$ cat src/rtl/arp_rr_pkg.sv
// arp_rr_pkg: types and constants shared by the arp request responder
// holds the channel payload structs, the front-to-back record and header constants
// no dependencies
`timescale 1ns / 1ps

package arp_rr_pkg;

    // header capture
    localparam int CNT_W = 5;
    localparam logic [CNT_W-1:0] HEADER_LEN = 5'd28;

    // arp header constants
    localparam logic [15:0] HTYPE_ETH  = 16'h0001;
    localparam logic [15:0] PTYPE_IPV4 = 16'h0800;
    localparam logic [7:0]  HLEN_MAC   = 8'd6;
    localparam logic [7:0]  PLEN_IPV4  = 8'd4;
    localparam logic [15:0] OPER_REQ   = 16'h0001;
    localparam logic [15:0] OPER_REPLY = 16'h0002;

    // configuration register indexes
    localparam int CFG_IDX_W  = 1;
    localparam int CFG_DATA_W = 48;

    typedef enum logic [CFG_IDX_W-1:0] {
        REG_OWN_IP  = 1'b0,
        REG_OWN_MAC = 1'b1
    } cfg_reg_t;

    typedef struct packed {
        logic [7:0] rx_byte;
        logic       frame_end;
    } rx_item_t;

    typedef struct packed {
        logic        packet_ok;
        logic        learn_valid;
        logic [47:0] learn_mac;
        logic [31:0] learn_ip;
        logic        reply_valid;
        logic [47:0] reply_dst_mac;
        logic [47:0] reply_sender_mac;
        logic [31:0] reply_sender_ip;
        logic [31:0] reply_target_ip;
    } res_item_t;

    // fields picked out of the header as bytes arrive
    typedef struct packed {
        logic [15:0] htype;
        logic [15:0] ptype;
        logic [7:0]  hlen;
        logic [7:0]  plen;
        logic [15:0] oper;
        logic [47:0] sha;
        logic [31:0] spa;
        logic [31:0] tpa;
    } hdr_t;

    // one classified frame, handed from front to back
    typedef struct packed {
        logic        ok;
        logic        learn;
        logic        is_request;
        logic [47:0] sha;
        logic [31:0] spa;
        logic [31:0] tpa;
    } rec_t;

    typedef struct packed {
        logic not_empty;
        logic full;
    } q_stat_t;

endpackage

$ cat src/rtl/arp_rr_front.sv
// arp_rr_front: byte capture and header classification
// depends on arp_rr_pkg
`timescale 1ns / 1ps

module arp_rr_front
(
    input  logic                 clk,
    input  logic                 rst_n,
    input  logic                 accept,
    input  arp_rr_pkg::rx_item_t item,
    output logic                 push,
    output arp_rr_pkg::rec_t     rec
);

    logic [arp_rr_pkg::CNT_W-1:0] cnt_reg;
    logic [arp_rr_pkg::CNT_W-1:0] cnt_next;
    logic [arp_rr_pkg::CNT_W-1:0] cnt_inc;
    arp_rr_pkg::hdr_t             hdr_reg;
    arp_rr_pkg::hdr_t             hdr_next;
    logic                         take;
    logic                         long_enough;
    logic [2:0]                   sha_idx;
    logic [1:0]                   spa_idx;
    logic [1:0]                   tpa_idx;
    logic                         ok;
    logic                         mac_uni;
    logic                         ip_uni;

    assign take    = cnt_reg < arp_rr_pkg::HEADER_LEN;
    assign cnt_inc = take ? cnt_reg + 1'b1 : cnt_reg;
    assign sha_idx = 3'(5'd13 - cnt_reg);
    assign spa_idx = 2'(5'd17 - cnt_reg);
    assign tpa_idx = 2'(5'd27 - cnt_reg);

    // header with the current byte merged in
    always_comb
    begin
        hdr_next = hdr_reg;
        if (take)
        begin
            case (cnt_reg) inside
                5'd0:           hdr_next.htype[15:8] = item.rx_byte;
                5'd1:           hdr_next.htype[7:0]  = item.rx_byte;
                5'd2:           hdr_next.ptype[15:8] = item.rx_byte;
                5'd3:           hdr_next.ptype[7:0]  = item.rx_byte;
                5'd4:           hdr_next.hlen        = item.rx_byte;
                5'd5:           hdr_next.plen        = item.rx_byte;
                5'd6:           hdr_next.oper[15:8]  = item.rx_byte;
                5'd7:           hdr_next.oper[7:0]   = item.rx_byte;
                [5'd8:5'd13]:   hdr_next.sha[8*sha_idx +: 8] = item.rx_byte;
                [5'd14:5'd17]:  hdr_next.spa[8*spa_idx +: 8] = item.rx_byte;
                [5'd24:5'd27]:  hdr_next.tpa[8*tpa_idx +: 8] = item.rx_byte;
                default:        hdr_next = hdr_reg;  // target mac is not kept
            endcase
        end
    end

    always_comb
    begin
        cnt_next = cnt_reg;
        if (accept)
        begin
            cnt_next = item.frame_end ? '0 : cnt_inc;
        end
    end

    always_ff @(posedge clk or negedge rst_n)
    begin
        if (!rst_n)
        begin
            cnt_reg <= '0;
        end
        else
        begin
            cnt_reg <= cnt_next;
        end
    end

    always_ff @(posedge clk)
    begin
        if (accept)
        begin
            hdr_reg <= hdr_next;
        end
    end

    // classification on the last byte
    assign long_enough = cnt_inc == arp_rr_pkg::HEADER_LEN;
    assign ok = long_enough
              && hdr_next.htype == arp_rr_pkg::HTYPE_ETH
              && hdr_next.ptype == arp_rr_pkg::PTYPE_IPV4
              && hdr_next.hlen == arp_rr_pkg::HLEN_MAC
              && hdr_next.plen == arp_rr_pkg::PLEN_IPV4
              && hdr_next.sha != '0
              && hdr_next.sha != '1;
    // group bit is the lowest bit of the first octet
    assign mac_uni = !hdr_next.sha[40];
    assign ip_uni  = hdr_next.spa != '0 && hdr_next.spa != '1
                   && hdr_next.spa[31:28] != 4'hE;

    assign push           = accept && item.frame_end;
    assign rec.ok         = ok;
    assign rec.learn      = ok && mac_uni && ip_uni;
    assign rec.is_request = hdr_next.oper == arp_rr_pkg::OPER_REQ;
    assign rec.sha        = hdr_next.sha;
    assign rec.spa        = hdr_next.spa;
    assign rec.tpa        = hdr_next.tpa;

endmodule

$ cat src/rtl/arp_rr_queue.sv
// arp_rr_queue: two-entry queue of classified frames between front and back
// depends on arp_rr_pkg
`timescale 1ns / 1ps

module arp_rr_queue
(
    input  logic                clk,
    input  logic                rst_n,
    input  logic                push,
    input  arp_rr_pkg::rec_t    wr_rec,
    input  logic                pop,
    output arp_rr_pkg::rec_t    rd_rec,
    output arp_rr_pkg::q_stat_t stat
);

    arp_rr_pkg::rec_t entry_reg [2];
    logic             wr_ptr_reg;
    logic             wr_ptr_next;
    logic             rd_ptr_reg;
    logic             rd_ptr_next;
    logic [1:0]       cnt_reg;
    logic [1:0]       cnt_next;
    logic             do_push;
    logic             do_pop;

    assign do_push = push && cnt_reg != 2'd2;
    assign do_pop  = pop && cnt_reg != 2'd0;

    always_comb
    begin
        wr_ptr_next = do_push ? !wr_ptr_reg : wr_ptr_reg;
        rd_ptr_next = do_pop ? !rd_ptr_reg : rd_ptr_reg;
        cnt_next    = 2'(cnt_reg + {1'b0, do_push} - {1'b0, do_pop});
    end

    always_ff @(posedge clk or negedge rst_n)
    begin
        if (!rst_n)
        begin
            wr_ptr_reg <= 1'b0;
            rd_ptr_reg <= 1'b0;
            cnt_reg    <= 2'd0;
        end
        else
        begin
            wr_ptr_reg <= wr_ptr_next;
            rd_ptr_reg <= rd_ptr_next;
            cnt_reg    <= cnt_next;
        end
    end

    always_ff @(posedge clk)
    begin
        if (do_push)
        begin
            entry_reg[wr_ptr_reg] <= wr_rec;
        end
    end

    assign rd_rec         = entry_reg[rd_ptr_reg];
    assign stat.not_empty = cnt_reg != 2'd0;
    assign stat.full      = cnt_reg == 2'd2;

endmodule

$ cat src/rtl/arp_rr_back.sv
// arp_rr_back: reply decision and result register
// depends on arp_rr_pkg
`timescale 1ns / 1ps

module arp_rr_back
(
    input  logic                  clk,
    input  logic                  rst_n,
    input  arp_rr_pkg::rec_t      rec,
    input  logic                  rec_valid,
    output logic                  pop,
    input  logic [31:0]           own_ip,
    input  logic [47:0]           own_mac,
    output logic                  res_valid,
    input  logic                  res_ready,
    output arp_rr_pkg::res_item_t res_item
);

    logic                  out_valid_reg;
    logic                  out_valid_next;
    arp_rr_pkg::res_item_t out_data_reg;
    arp_rr_pkg::res_item_t out_data_next;
    logic                  reply;

    assign pop   = rec_valid && (!out_valid_reg || res_ready);
    assign reply = rec.ok && rec.is_request && rec.tpa == own_ip;

    always_comb
    begin
        out_data_next                  = '0;
        out_data_next.packet_ok        = rec.ok;
        out_data_next.learn_valid      = rec.learn;
        out_data_next.learn_mac        = rec.ok ? rec.sha : '0;
        out_data_next.learn_ip         = rec.ok ? rec.spa : '0;
        out_data_next.reply_valid      = reply;
        out_data_next.reply_dst_mac    = reply ? rec.sha : '0;
        out_data_next.reply_sender_mac = reply ? own_mac : '0;
        out_data_next.reply_sender_ip  = reply ? rec.tpa : '0;
        out_data_next.reply_target_ip  = reply ? rec.spa : '0;

        out_valid_next = out_valid_reg;
        if (pop)
        begin
            out_valid_next = 1'b1;
        end
        else if (res_ready)
        begin
            out_valid_next = 1'b0;
        end
    end

    always_ff @(posedge clk or negedge rst_n)
    begin
        if (!rst_n)
        begin
            out_valid_reg <= 1'b0;
        end
        else
        begin
            out_valid_reg <= out_valid_next;
        end
    end

    always_ff @(posedge clk)
    begin
        if (pop)
        begin
            out_data_reg <= out_data_next;
        end
    end

    assign res_valid = out_valid_reg;
    assign res_item  = out_data_reg;

endmodule

$ cat src/rtl/arp_request_responder.sv
// arp_request_responder: top level of the arp request responder
// depends on arp_rr_pkg, arp_rr_front, arp_rr_queue, arp_rr_back
`timescale 1ns / 1ps

// Takes one byte of a received ARP payload per transfer on rx and, on the byte
// marked frame_end, produces exactly one result transfer on res. While res is
// not stalled, bytes stream in at one per clock with no gaps needed, and frames
// may be as short as one byte, so a result per clock is sustained; the limit is
// the single rx byte lane. A frame's result passes through the queue and then
// the result register before res_valid rises. A two-entry queue separates the
// capture side from the result register, so rx keeps flowing while a result
// waits; rx_ready drops only when that queue is full. own_ip (index 0) and
// own_mac (index 1) are written through cfg_we/cfg_index/cfg_data and reset to
// zero; change them only while no frame is in flight.
module arp_request_responder
(
    input  logic                                clk,
    input  logic                                rst_n,
    input  logic                                rx_valid,
    output logic                                rx_ready,
    input  arp_rr_pkg::rx_item_t                rx_item,
    output logic                                res_valid,
    input  logic                                res_ready,
    output arp_rr_pkg::res_item_t               res_item,
    input  logic                                cfg_we,
    input  logic [arp_rr_pkg::CFG_IDX_W-1:0]    cfg_index,
    input  logic [arp_rr_pkg::CFG_DATA_W-1:0]   cfg_data
);

    logic [31:0]         own_ip_reg;
    logic [31:0]         own_ip_next;
    logic [47:0]         own_mac_reg;
    logic [47:0]         own_mac_next;
    logic                rx_xfer;
    logic                push;
    logic                pop;
    arp_rr_pkg::rec_t    front_rec;
    arp_rr_pkg::rec_t    head_rec;
    arp_rr_pkg::q_stat_t q_stat;

    always_comb
    begin
        own_ip_next  = own_ip_reg;
        own_mac_next = own_mac_reg;
        if (cfg_we)
        begin
            case (arp_rr_pkg::cfg_reg_t'(cfg_index))
                arp_rr_pkg::REG_OWN_IP:  own_ip_next  = cfg_data[31:0];
                arp_rr_pkg::REG_OWN_MAC: own_mac_next = cfg_data[47:0];
                default:                 own_ip_next  = own_ip_reg;
            endcase
        end
    end

    always_ff @(posedge clk or negedge rst_n)
    begin
        if (!rst_n)
        begin
            own_ip_reg  <= '0;
            own_mac_reg <= '0;
        end
        else
        begin
            own_ip_reg  <= own_ip_next;
            own_mac_reg <= own_mac_next;
        end
    end

    assign rx_ready = !q_stat.full;
    assign rx_xfer  = rx_valid && rx_ready;

    arp_rr_front u_front
    (
        .clk    (clk),
        .rst_n  (rst_n),
        .accept (rx_xfer),
        .item   (rx_item),
        .push   (push),
        .rec    (front_rec)
    );

    arp_rr_queue u_queue
    (
        .clk    (clk),
        .rst_n  (rst_n),
        .push   (push),
        .wr_rec (front_rec),
        .pop    (pop),
        .rd_rec (head_rec),
        .stat   (q_stat)
    );

    arp_rr_back u_back
    (
        .clk       (clk),
        .rst_n     (rst_n),
        .rec       (head_rec),
        .rec_valid (q_stat.not_empty),
        .pop       (pop),
        .own_ip    (own_ip_reg),
        .own_mac   (own_mac_reg),
        .res_valid (res_valid),
        .res_ready (res_ready),
        .res_item  (res_item)
    );

    // a last-byte transfer always lands in the queue
    a_push_lands: assert property (@(posedge clk) disable iff (!rst_n)
        rx_xfer && rx_item.frame_end |=> q_stat.not_empty)
        else $error("frame end transfer did not reach the queue");

    a_reply_needs_ok: assert property (@(posedge clk) disable iff (!rst_n)
        res_valid && res_item.reply_valid |-> res_item.packet_ok)
        else $error("reply flagged on a malformed packet");

    a_learn_needs_ok: assert property (@(posedge clk) disable iff (!rst_n)
        res_valid && res_item.learn_valid |-> res_item.packet_ok)
        else $error("learn flagged on a malformed packet");

    a_bad_fields_zero: assert property (@(posedge clk) disable iff (!rst_n)
        res_valid && !res_item.packet_ok |->
            res_item.learn_mac == '0 && res_item.learn_ip == '0
            && res_item.reply_sender_mac == '0)
        else $error("malformed packet carries nonzero fields");

endmodule

$ cat config.mk
export PLATFORM = sky130hd
export DESIGN_NAME = arp_request_responder
export DESIGN_NICKNAME = d
export VERILOG_FILES = /design/src/rtl/arp_rr_pkg.sv /design/src/rtl/arp_rr_front.sv /design/src/rtl/arp_rr_queue.sv /design/src/rtl/arp_rr_back.sv /design/src/rtl/arp_request_responder.sv
export SDC_FILE = /design/constraint.sdc
export NUM_CORES = 1
export LEC_CHECK = 0
export BUFFER_PORTS_ARGS = -buffer_cell sky130_fd_sc_hd__buf_2
export CAP_MARGIN = 20
export CORE_ASPECT_RATIO = 1.2
export CORE_MARGIN = 2
export CORE_UTILIZATION = 60
export CTS_BUF_LIST = sky130_fd_sc_hd__clkbuf_8
export DETAILED_ROUTE_END_ITERATION = 6
export GPL_TIMING_DRIVEN = 1
export PLACE_DENSITY_LB_ADDON = 0.2
export SLEW_MARGIN = 15
export SYNTH_ARGS = -nofsm -noshare
export SYNTH_HDL_FRONTEND = slang
export SYNTH_HIERARCHICAL = 1
export SYNTH_SLANG_ARGS = --single-unit
$ cat constraint.sdc
create_clock -name clk -period 20.1 [get_ports clk]
set_input_delay 1.005 -clock clk [delete_from_list [all_inputs] [get_ports clk]]
set_output_delay 1.005 -clock clk [all_outputs]
set_load 0.05 [all_outputs]
## After elaboration in Yosys (flattened, before gate mapping)

Memories as Yosys holds them, arrays and structs flattened.
Cells that the tools add are included.
W data, S select, Z words.

- Flip-flop bits (word level): 509
- Memory bits (writable): 230
- Input port bits: 63
- Output and inout bits: 245
- Logic and storage cells: 176
- Memories: 1

- Add/subtract/negate cells: 9
- Order comparisons: 7
- Eq/ne operators: 19
- Shift-type cells: 6
- Mux-type cells: 76
- Bitwise operators: 1
- Reduce and logical (&&, ||, !) cells: 33

Memory list:

| name | words | bits a word | rd ports | clocked after Yosys merged registers in | wr ports | line | text |
|---|---|---|---|---|---|---|---|
| u_queue.entry_reg | 2 | 115 | 1 | 0 | 1 | arp_rr_queue.sv:16 | `arp_rr_pkg::rec_t entry_reg [2];` |

Operators by type and width:

| kind | number |
|---|---|
| $mux W32 | 21 |
| $mux W48 | 9 |
| $mux W8 | 36 |
| $mux W176 | 1 |
| $neg A5 Y34 | 2 |
| $shift A8 B34 Y32 const A | 2 |
| $shiftx A8 B34 Y32 | 2 |
| $bwmux W32 | 2 |
| $bwmux W48 | 1 |
| $ne A48 B48 Y1 const B | 1 |
| $reduce_bool A48 Y1 | 1 |
| $shift A8 B34 Y48 const A | 1 |
| $shiftx A8 B34 Y48 | 1 |
| $neg A6 Y34 | 1 |
| $eq A16 B1 Y1 const B | 2 |
| $eq A32 B32 Y1 | 1 |
| $ne A32 B32 Y1 const B | 1 |
| $reduce_bool A32 Y1 | 1 |
| $eq A5 B3 Y1 const B | 4 |
| $logic_and A1 B1 Y1 | 20 |
| $eq A16 B12 Y1 const B | 1 |
| $eq A8 B3 Y1 const B | 2 |
| $eq A5 B2 Y1 const B | 2 |
| $ge A5 B4 Y1 const B | 2 |
| 23 further kinds | 34 |

## Longest topological paths before layout

Gate-level depths: netlist (run 1).

- Depth in word-level cells: 25
- Gate-level depth with buffers: 15
- Gate-level depth less buffers: 11

## By module

Netlist (run 1), hierarchy kept.

By module, submodules not included:

| module | times used | cells each | area each (µm²) | sequential area each (µm²) |
|---|---|---|---|---|
| arp_rr_back | 1 | 816 | 11,370.9 | 7,322.0 |
| arp_rr_front | 1 | 1,065 | 10,800.4 | 5,410.2 |
| arp_rr_queue | 1 | 376 | 8,654.6 | 7,006.7 |
| arp_request_responder | 1 | 173 | 3,199.3 | 2,001.9 |

## Worst setup path after synthesis (run 1)

OpenSTA, ideal clock, no wires.

- Path kind: input port to flip-flop
- Start point: in rx_valid
- End point: mem u_queue/entry_reg[0][0] in the netlist's numbering (enable)
- Setup time: 0.591 ns
- Data arrival time: 14.510 ns
- Data required time: 19.509 ns
- Path slack: 4.999 ns
- Stages on the path: 4
- Cells stage by stage: nor2b_1 > and2_1 > nand2_1 > nor2_1

- Cells in the longest elaborated chain, start to end: 5

Ends and longest elaborated chain:

| item | line | text |
|---|---|---|
| start, declared | arp_request_responder.sv:19 | `input logic rx_valid,` |
| $logic_and A1 B1 Y1 | arp_request_responder.sv:70 | `assign rx_xfer = rx_valid && rx_ready;` |
| $logic_and A1 B1 Y1 | arp_rr_front.sv:101 | `assign push = accept && item.frame_end;` |
| via push | arp_request_responder.sv:35 | `logic push;` |
| $logic_and A1 B1 Y1 | arp_rr_queue.sv:26 | `assign do_push = push && cnt_reg != 2'd2;` |
| $mux W1 | arp_rr_queue.sv:54 | `if (do_push)` |
| $mux W1 (implied by the code) | arp_rr_queue.sv:56 | `entry_reg[wr_ptr_reg] <= wr_rec;` |
| end, declared | arp_rr_queue.sv:16 |  |

The timed path passes the listed nets, and every way through them passes these cells.

==> results of run 1 <==
## worst max path at each step
| stage | from | slack [ns] | cells after the start | end |
|---|---|---|---|---|
| final | u_front/cnt_reg[0] | 14.84 | 10 | u_queue/entry_reg[0][113] |
| after detailed placement | u_front/cnt_reg[0] | 15.01 | 10 | u_queue/entry_reg[0][113] |
| after floorplan | rx_valid | 5.00 | 4 | u_queue/entry_reg[0][0] |
| after global routing | u_front/cnt_reg[0] | 14.52 | 10 | u_queue/entry_reg[1][113] |
| after global placement | u_front/cnt_reg[0] | 15.18 | 10 | u_queue/entry_reg[0][113] |
| after CTS | u_front/cnt_reg[0] | 14.99 | 10 | u_queue/entry_reg[0][114] |
## worst max-delay path: stages (launching register included)
cell       delay (ns)
dfrtp_1          0.97
inv_1            0.20
ha_1             0.39
or3_1            0.50
nor2_2           0.20
nand3_1          0.36
or4_1            0.60
a2111o_1         0.42
nor4b_1          0.56
o311ai_1         0.35
a2111oi_1        0.45
## synthesized netlist by cell type, types with 13 or more instances
cell type,number
nand4_1,177
mux2_4,90
mux2_2,178
nand3_1,36
or4_1,16
and3_1,15
buf_2,34
nand2_1,170
edfxtp_1,649
nor2_1,46
buf_4,114
o21ai_0,107
xor2_1,17
nor3_1,23
clkbuf_1,132
a21oi_1,25
dfrtp_1,90
nor4_1,97
nor4_2,91
nand2b_1,17
nor2b_1,18
and2_1,87
buf_6,26
inv_1,43
ha_1,13
## final cells by class
type                            instances  area (µm²)
Multi-Input combinational cell       1332       10300
Tap cell                              727         910
Inverter                               43         161
Timing Repair Buffer                  345        1900
Sequential cell                       739       21700
Fill cell                            3969       18900
Antenna cell                            1        2.50
Clock buffer                          115        1580
Clock inverter                         89         477
## metrics by stage
step           setup slack (ns)  total power (µW)  instances
4_1_cts                   14.99              5500       3389
3_5_place_dp              15.01              4350       3185
3_3_place_gp              15.18              4300       3183
6_report                  14.84              5470       3391
2_1_floorplan              5.00              3970       2430
5_1_grt                   14.52              5690       3391
## cells by family (layout without fill, tap and decap cells)
logic type,Yosys count,count (layout)
xor+xnor,25,25
fa+ha+maj,13,13
simple gates,830,830
buf+inv,359,592
other cells,0,1
flops,739,739
mux,277,277
compound gates,187,187
## power breakdown
part	switching [µW]	internal, µW	total (µW)
clock network	573	570	1140
logic	1450	486	1940
registers	177	2210	2390
## metal layers
metal / routed length (µm) / up-vias
li1: - / 9470
met1: 32900 / 10700
met2: 39600 / 961
met3: 5300 / 167
met4: 2530 / 0
met5: 0 / -
## placed cells by master, fill, tap and decap left out, drive strengths merged, types with 5 or more instances in the layout
cell,Yosys,final
xor2,17,17
o41ai,5,5
o21ai,107,107
mux2i,9,9
and3,15,15
o2111ai,5,5
buf,184,345
mux2,268,268
and2,88,88
or4,17,17
clkbuf,132,115
nand2b,18,18
a21oi,25,25
edfxtp,649,649
nand2,170,170
inv,43,76
ha,13,13
a31oi,11,11
dfrtp,90,90
nor4,193,193
clkinv,0,49
nor2b,18,18
o31ai,9,9
nor3,24,24
nand4,177,177
nand3,36,36
xnor2,8,8
nor2,47,47
and4,5,5
==> flow_metrics.py, run 1 <==
metrics = {
    "cts": {
        "clk_latency_ns": 0.72,
        "cts_buffers": 110,
        "cts_hold_buf": 0,
        "cts-resized-gates": 0,
        "htreeDepth": 3,
        "clk_pin_slew_ns": 0.07,
        "tritoncts": "yes",
        "post_cts_buffers": 0,
        "cts-root-buf": "clkbuf_8",
        "cts_max_path_buffers": 3,
        "cts_sinks": 739,
    },
    "worst_setup_path": {
        "r2r_slack_ns": 14.84,
        "required_ns": 20.55,
        "reg2reg_from": "u_front/cnt_reg[0]",
        "worst_setup_path_start_kind": "flop",
        "path_max_fanout": 32,
        "reg2reg_to": "u_queue/entry_reg[0][113]",
        "arrival_ns": 5.71,
        "reg2reg_depth": 10,
        "worstSetupPathType": "reg2reg",
        "cp-end-kind": "flop",
    },
    "timing": {
        "relSlewSlack_pct": 20.4,
        "setup_tns_ns": 0,
        "rsz0062_at_grt": "false",
        "final.min_clock_period_ns": 5.26,
        "fmax_mhz": 190,
        "holdWs_ns": 0.228,
        "post-route-period-util_pct": 26.2,
        "slew_violations": 0,
        "setup_viol": 0,
        "tightest_slew_ns": 1.18,
        "skew_ns": 0.0304,
        "hold_viol_final": 0,
    },
    "drt": {
        "drt_wl_total_um": 80300,
        "wl_per_cell_um": 23.7,
        "drt_iter0_drc": 2276,
        "drc": 0,
        "ant_nets": 0,
        "num_vias": 21300,
        "drt_first_pass_iters": 7,
        "vias_per_cell": 6.27,
    },
    "layout": {
        "utilization_pct": 66.3,
        "stdcell_area_mm2": 0.0371,
        "area_growth_pct": 9.03,
        "layout.nets": 2647,
        "largest_reg_flops": 243,
        "layout-drive-gt1-share_pct": 32.8,
    },
    "synth": {
        "yosys_warnings": 6,
        "synth_simple_gate_area_share_pct": 15.7,
        "muxShareOfSynthArea_pct": 10.1,
        "synth_largest_area_cell": "edfxtp_1",
        "synthCells": 2430,
        "synthAdderAreaFrac_pct": 0.478,
        "async_flop_share_pct": 12.2,
        "ys_types": 70,
        "yosys_register_bits": 739,
        "synthFlopType": "edfxtp_1",
        "synth_edf_count": 649,
        "synth-seq-area-share_pct": 63.9,
        "synth_xor_area_share_pct": 0.644,
        "synth_top_family_by_area": "simple AND/OR/NAND/NOR gates",
        "synth.top_cell.area_share_pct": 57.3,
        "syn_area_mm2": 0.0340,
        "synth_compound_area_share_pct": 3.28,
        "synth.top_cells.by_area": "edfxtp_1 57%, dfrtp_1 6.6%, mux2_2 5.9%",
        "syn-num-nets": 2506,
        "syn_avg_cell_area_um2": 14.0,
    },
    "floorplan": {
        "io_pins": 308,
        "die_h_um": 265,
        "die_w_um": 221,
        "initial_core_util_pct": 60.8,
        "die_area_mm2": 0.0586,
        "rows": 95,
        "core_mm2": 0.0560,
    },
    "global_routing": {
        "gr-total-overflow": 0,
        "grt_pass1_vias": 21000,
        "grtUsageMet1_pct": 37.5,
        "grt_util_met3_pct": 3.61,
        "antenna_found_initial": 1,
        "grt_max_degree": 158,
        "grt_util_met2_pct": 44.0,
        "grt_usage_pct": 27.1,
        "grt_pass1_wl_um": 124000,
        "top_usage_layer": "met2",
    },
    "place": {
        "post-dp-hpwl_um": 50400,
        "place_area_mm2": 0.0350,
        "io_buffers": 307,
        "place_congestion": 0.895,
    },
    "pwr": {
        "ir_drop_v": 0.000120,
        "power.density_mw_per_mm2": 147,
        "p_leak_uw": 0.0132,
    },
    "flow_run": {
        "maxCapViolations": 0,
    },
    "worst_hold_path": {
        "min_path_type": "in2async",
    },
    "outcome": {
        "status": "finished clean",
    },
}
(Power assumes the default switching activity.)
==> run 2, diff against run 1 <==
--- a/config.mk
+++ b/config.mk
@@ -5,11 +5,12 @@
 export SDC_FILE = /design/constraint.sdc
 export NUM_CORES = 1
 export LEC_CHECK = 0
+export ABC_AREA = 1
 export BUFFER_PORTS_ARGS = -buffer_cell sky130_fd_sc_hd__buf_2
 export CAP_MARGIN = 20
 export CORE_ASPECT_RATIO = 1.2
 export CORE_MARGIN = 2
-export CORE_UTILIZATION = 60
+export CORE_UTILIZATION = 56
 export CTS_BUF_LIST = sky130_fd_sc_hd__clkbuf_8
 export DETAILED_ROUTE_END_ITERATION = 6
 export GPL_TIMING_DRIVEN = 1
==> constraint.sdc (replaced) <==
create_clock -name clk -period 4.3 [get_ports clk]
set_input_delay 0.215 -clock clk [delete_from_list [all_inputs] [get_ports clk]]
set_output_delay 0.215 -clock clk [all_outputs]
set_load 0.05 [all_outputs]
==> flow_metrics.py, run 2 <==
metrics = {
    "outcome": {
        "status": "finished with violations",
        "violations": "design-rule violations",
    },
    "worst_setup_path": {
        "worst_setup_path_start_kind": "flop",
        "worstSetupPathType": "reg2reg",
        "required_ns": 4.76,
        "path_max_fanout": 13,
        "reg2reg_depth": 14,
        "arrival_ns": 4.42,
        "cp-end-kind": "flop",
    },
    "timing": {
        "post-route-period-util_pct": 92.0,
        "skew_ns": 0.0273,
        "holdWs_ns": 0.0782,
        "setup_viol": 0,
        "rsz0062_at_grt": "false",
        "relSlewSlack_pct": 25.6,
        "fmax_mhz": 253,
        "slew_violations": 0,
        "hold_viol_final": 0,
        "tightest_slew_ns": 1.12,
        "final.min_clock_period_ns": 3.96,
        "setup_tns_ns": 0,
    },
    "global_routing": {
        "grt_pass1_wl_um": 120000,
        "grt_pass1_vias": 22100,
        "grt_max_degree": 186,
        "gr-total-overflow": 0,
        "antenna_found_initial": 3,
        "grt_usage_pct": 25.2,
    },
    "synth": {
        "synth.most_common_cell": "nand2_1",
        "synth.top_cells.by_area": "edfxtp_1 58%, nand2_1 11%, dfrtp_1 6.7%",
        "yosys_register_bits": 739,
        "syn_area_mm2": 0.0334,
        "synthTopCellsByCount": "1023 x nand2_1, 649 x edfxtp_1, 403 x inv_1, 152 x nor2_1, 145 x nand3_1",
        "ys_types": 45,
        "syn_avg_cell_area_um2": 10.4,
        "synthFlopType": "edfxtp_1",
        "synth.top_cell.area_share_pct": 58.3,
        "synth_edf_count": 649,
        "async_flop_share_pct": 12.2,
        "synthCells": 3205,
        "synth-seq-area-share_pct": 65.1,
        "synth_largest_area_cell": "edfxtp_1",
        "yosys_warnings": 6,
        "syn-num-nets": 3281,
    },
    "drt": {
        "num_vias": 22500,
        "drc": 1,
        "wl_per_cell_um": 17.7,
        "drt_wl_total_um": 77200,
        "ant_nets": 0,
        "vias_per_cell": 5.17,
        "drt_first_pass_iters": 7,
        "drt_iter0_drc": 2011,
    },
    "worst_hold_path": {
        "min_path_cells": 8,
        "min_path_type": "in2reg",
    },
    "place": {
        "place_congestion": 0.886,
        "io_buffers": 307,
        "post-dp-hpwl_um": 50400,
    },
    "cts": {
        "cts-root-buf": "clkbuf_8",
        "cts-resized-gates": 0,
        "htreeDepth": 3,
        "cts_sinks": 739,
        "cts_max_path_buffers": 3,
        "clk_pin_slew_ns": 0.06,
        "cts_buffers": 112,
        "tritoncts": "yes",
        "clk_latency_ns": 0.73,
    },
    "layout": {
        "layout-drive-gt1-share_pct": 18.2,
        "largest_reg_flops": 243,
        "layout.nets": 3535,
        "final_common_cell": "nand2_1",
        "seqCellArea_mm2": 0.0217,
        "layout_common_cells": "1020 x nand2_1, 649 x edfxtp_1, 430 x inv_1",
        "multi_input_area_mm2": 0.00845,
        "utilization_pct": 63.3,
        "area_growth_pct": 12.4,
        "num-fill-cells": 4783,
    },
    "pwr": {
        "seqPwrFrac_pct": 41.5,
        "p_sw_share_pct": 41.8,
        "power.internal_uw": 15500,
        "power.density_mw_per_mm2": 708,
        "p_clk_share_pct": 21.9,
        "p_switching_uw": 11100,
        "combPwrFrac_pct": 36.6,
        "ir_drop_v": 0.000608,
        "p_leak_uw": 0.0165,
    },
    "floorplan": {
        "initial_core_util_pct": 56.3,
        "die_h_um": 272,
        "rows": 98,
        "core_mm2": 0.0593,
        "io_pins": 308,
        "die_w_um": 227,
        "die_area_mm2": 0.0616,
    },
    "flow_run": {
        "maxCapViolations": 0,
    },
}
-- run 2: cell types whose count changed after synthesis, sizes merged, moves of 142 or more --
cell   previous run  this run
inv              43       417
mux2            268         0
nand2           170      1038
nand4           177        35
nor3             24       186
nor4            193         3
-- run 2: power groups by stage --
| stage | clock, µW | combinational [µW] | sequential (µW) |
|---|---|---|---|
| floorplan | 0 | 4440 | 14400 |
| global placement | 0 | 9510 | 11100 |
| detailed placement | 0 | 9670 | 11200 |
| CTS | 5950 | 9740 | 11000 |
| global route | 6240 | 10500 | 11200 |
| finish | 5820 | 9720 | 11000 |
-- run 2: metrics by stage --
| step | power (µW) | worst slack [ns] | cell area [µm²] | std cells |
|---|---|---|---|---|
| 2_1_floorplan | 18800 | -1.48 | 33400 | 3205 |
| 3_3_place_gp | 20600 | 0.572 | 34700 | 4088 |
| 3_5_place_dp | 20800 | 0.468 | 34700 | 4088 |
| 4_1_cts | 26700 | 0.432 | 37500 | 4354 |
| 5_1_grt | 28000 | 0.0111 | 37600 | 4357 |
| 6_report | 26600 | 0.344 | 37600 | 4358 |
-- run 2: worst paths after layout --
kind,startpoint,endpoint,slack (ns)
setup / recovery,u_front/cnt_reg[1],u_queue/entry_reg[0][113],0.34
hold / removal,rx_valid,u_queue/wr_ptr_reg,0.08
setup reg to reg,u_front/cnt_reg[1],u_queue/entry_reg[0][113],0.34
hold reg to reg,own_mac_reg[41],own_mac_reg[41],0.47
max in group asynchronous,rst_n,own_ip_reg[8],3.16
min in group asynchronous,rst_n,u_front/cnt_reg[2],0.15
-- run 2: timing repair --
| action | 4_1_cts | 5_1_grt |
|---|---|---|
| endpoints found under the setup margin | 0 | 0 |
| endpoints found under the hold margin | 157 | 0 |
| setup buffers | 0 | 0 |
| hold buffers | 57 | 0 |
-- run 2: area by class of cell --
| type | instances | share of cell area [%] |
|---|---|---|
| diodes | 4 | 0.0267 |
| clock buffers | 127 | 4.65 |
| clock inverters | 82 | 1.43 |
| inverters | 425 | 4.26 |
| multi-input cells | 1784 | 22.5 |
| flip-flops and latches | 739 | 57.9 |
| well taps | 800 | 2.67 |
| repair buffers | 397 | 6.54 |
-- run 2: critical path, stage by stage (launching register included) --
cell and delay, ns:
dfrtp_1 0.45, inv_1 0.23, ha_1 0.56, ha_1 0.32, nand2_1 0.13, nor3_2 0.27, nand2_1 0.33, o21ai_0 0.51
nand2_1 0.12, nor2_1 0.11, nand3_1 0.14, nor3_1 0.22, nand2_1 0.10, nand3_1 0.10, nor2_1 0.07
-- run 2: cells by family after synthesis --
family,count (synthesis),share of synthesized area (%)
fa+ha+maj,13,0.487
simple gates,1578,21.4
flops,739,65.1
buf+inv,682,9.77
compound gates,182,3.00
xor+xnor,11,0.288
-- run 2: per-layer routing --
| layer | vias up | track usage, % | wire, µm |
|---|---|---|---|
| met5 | - | 0 | 0 |
| met4 | 0 | 9.13 | 2100 |
| met3 | 140 | 5.23 | 5200 |
| met2 | 756 | 41.6 | 38000 |
| met1 | 10800 | 33.1 | 31900 |
| li1 | 10900 | - | - |
==> run 3, diff against run 2 <==
--- a/config.mk
+++ b/config.mk
@@ -14,7 +14,7 @@
 export CTS_BUF_LIST = sky130_fd_sc_hd__clkbuf_8
 export DETAILED_ROUTE_END_ITERATION = 6
 export GPL_TIMING_DRIVEN = 1
-export PLACE_DENSITY_LB_ADDON = 0.2
+export PLACE_DENSITY_LB_ADDON = 0.12
 export SLEW_MARGIN = 15
 export SYNTH_ARGS = -nofsm -noshare
 export SYNTH_HDL_FRONTEND = slang
==> flow_metrics.py, run 3 (synthesis results as in run 2) <==
metrics = {
    "layout": {
        "finalNonFillerCells": 4380,
        "final_common_cell": "nand2_1",
        "largest_reg_flops": 243,
        "layout_common_cells": "1020 x nand2_1, 649 x edfxtp_1, 431 x inv_1",
        "layout.nets": 3556,
        "layout-drive-gt1-share_pct": 18.8,
        "area_growth_pct": 13.3,
    },
    "timing": {
        "setup_viol": 0,
        "slew_violations": 0,
        "hold_viol_final": 0,
        "final.min_clock_period_ns": 3.81,
        "post-route-period-util_pct": 88.6,
        "skew_ns": 0.0444,
        "fmax_mhz": 263,
        "tightest_slew_ns": 1.28,
        "holdWs_ns": 0.0884,
        "rsz0062_at_grt": "false",
        "relSlewSlack_pct": 14.6,
    },
    "drt": {
        "drc": 0,
        "wl_per_cell_um": 17.8,
        "drt_wl_total_um": 78000,
        "num_vias": 22700,
        "drt_iter0_drc": 1978,
        "drt_first_pass_iters": 6,
        "vias_per_cell": 5.19,
        "ant_nets": 0,
    },
    "place": {
        "place_congestion": 0.901,
        "placed_cells": 4106,
        "io_buffers": 307,
        "post-dp-hpwl_um": 51600,
    },
    "global_routing": {
        "grt_pass1_vias": 22100,
        "grt_pass1_wl_um": 121000,
        "grt_usage_pct": 25.4,
        "antenna_found_initial": 1,
        "gr-total-overflow": 0,
        "grt_max_degree": 186,
    },
    "floorplan": {
        "core_mm2": 0.0593,
        "io_pins": 308,
        "die_h_um": 272,
        "die_w_um": 227,
        "initial_core_util_pct": 56.3,
        "rows": 98,
        "die_area_mm2": 0.0616,
    },
    "pwr": {
        "p_clk_share_pct": 22.9,
        "seqPwrFrac_pct": 40.9,
        "ir_drop_v": 0.000821,
        "p_switching_uw": 11200,
        "power.internal_uw": 15900,
        "p_sw_share_pct": 41.4,
        "combPwrFrac_pct": 36.2,
        "p_leak_uw": 0.0167,
        "power.density_mw_per_mm2": 715,
        "finalPower_uw": 27100,
    },
    "worst_hold_path": {
        "whs_endpoint": "u_queue/wr_ptr_reg",
        "min_path_type": "in2reg",
        "min_path_cells": 8,
        "hold_path_startpoint": "rx_valid",
    },
    "worst_setup_path": {
        "reg2reg_to": "u_queue/entry_reg[1][113]",
        "required_ns": 4.78,
        "cp-end-kind": "flop",
        "r2r_slack_ns": 0.49,
        "reg2reg_from": "u_front/cnt_reg[1]",
        "reg2reg_depth": 14,
        "path_max_fanout": 13,
        "worst_setup_path_start_kind": "flop",
        "arrival_ns": 4.29,
        "worstSetupPathType": "reg2reg",
    },
    "cts": {
        "htreeDepth": 3,
        "clk_latency_ns": 0.73,
        "clk_pin_slew_ns": 0.07,
        "tritoncts": "yes",
        "cts_sinks": 739,
        "cts_buffers": 114,
        "cts_max_path_buffers": 3,
        "cts-root-buf": "clkbuf_8",
        "cts-resized-gates": 0,
    },
    "outcome": {
        "status": "finished clean",
    },
    "flow_run": {
        "maxCapViolations": 0,
    },
}
-- run 3: cell count changes in the layout (fill, tap and decap cells not counted), moves of 3 or more --
cell	before	now
bufinv_16	6	14
buf_4	26	45
diode_2	4	1
clkinv_1	34	31
clkinvlp_4	3	8
clkbuf_8	127	117
clkinv_2	14	19
-- run 3: per-layer routing --
layer  GRT usage, %  routed length [µm]  up-vias
li1               -                   -    10900
met1           33.7               31800    10800
met2           42.1               38100      845
met3           5.17                6050      149
met4           8.46                2040        0
met5              0                   0        -
-- run 3: repair_timing --
| action | CTS | global route |
|---|---|---|
| setup buffers | 0 | 0 |
| endpoints found under the hold margin | 159 | 0 |
| hold buffers | 58 | 0 |
-- run 3: worst max path at each step --
| stage | slack, ns | to | depth (start not counted) | start |
|---|---|---|---|---|
| detailed placement | 0.59 | u_queue/entry_reg[0][113] | 14 | u_front/cnt_reg[2] |
| global placement | 0.73 | u_queue/entry_reg[0][113] | 14 | u_front/cnt_reg[2] |
| CTS | 0.56 | u_queue/entry_reg[0][113] | 14 | u_front/cnt_reg[2] |
| global route | 0.06 | u_queue/entry_reg[0][113] | 14 | u_front/cnt_reg[1] |
| finish | 0.49 | u_queue/entry_reg[1][113] | 14 | u_front/cnt_reg[1] |
| floorplan | -1.48 | u_queue/entry_reg[1][0] | 8 | u_queue/cnt_reg[1] |
-- run 3: cell type report --
| class | count | area, µm² |
|---|---|---|
| timing repair buffer | 416 | 2590 |
| sequential | 739 | 21700 |
| clock buffer | 117 | 1610 |
| antenna | 1 | 2.50 |
| fill | 4765 | 21500 |
| multi-input combinational | 1784 | 8450 |
| clock inverter | 98 | 826 |
| inverter | 425 | 1600 |
| tap | 800 | 1000 |
-- run 3: through the flow --
| step | utilization [%] | area, µm² | setup WS [ns] | TNS, ns |
|---|---|---|---|---|
| 2_1_floorplan | - | 33400 | -1.48 | -484.22 |
| 3_3_place_gp | 58.7 | 34800 | 0.732 | 0 |
| 3_5_place_dp | 58.7 | 34800 | 0.588 | 0 |
| 4_1_cts | 63.7 | 37800 | 0.557 | 0 |
| 5_1_grt | 63.7 | 37800 | 0.0569 | 0 |
| 6_report | 63.7 | 37800 | 0.492 | 0 |
-- run 3: power by group through the flow --
| stage | clock network [µW] | registers, µW | logic [µW] |
|---|---|---|---|
| 6_report | 6200 | 11100 | 9800 |
| 5_1_grt | 6630 | 11200 | 10600 |
| 4_1_cts | 6340 | 11100 | 9820 |
| 3_5_place_dp | 0 | 11200 | 9740 |
| 3_3_place_gp | 0 | 11200 | 9570 |
| 2_1_floorplan | 0 | 14400 | 4440 |
-- run 3: worst max-delay path, stage by stage, from the launching register on --
cell and delay [ns]:
dfrtp_1 0.44, inv_1 0.21, ha_1 0.55, ha_1 0.31
nand2_1 0.13, nor2_1 0.25, nand2_1 0.33, o21ai_0 0.54
nand2_1 0.10, nor3_1 0.19, nand3b_1 0.10, nor2_1 0.17
nand2_1 0.08, nand3_1 0.09, nor2_1 0.07
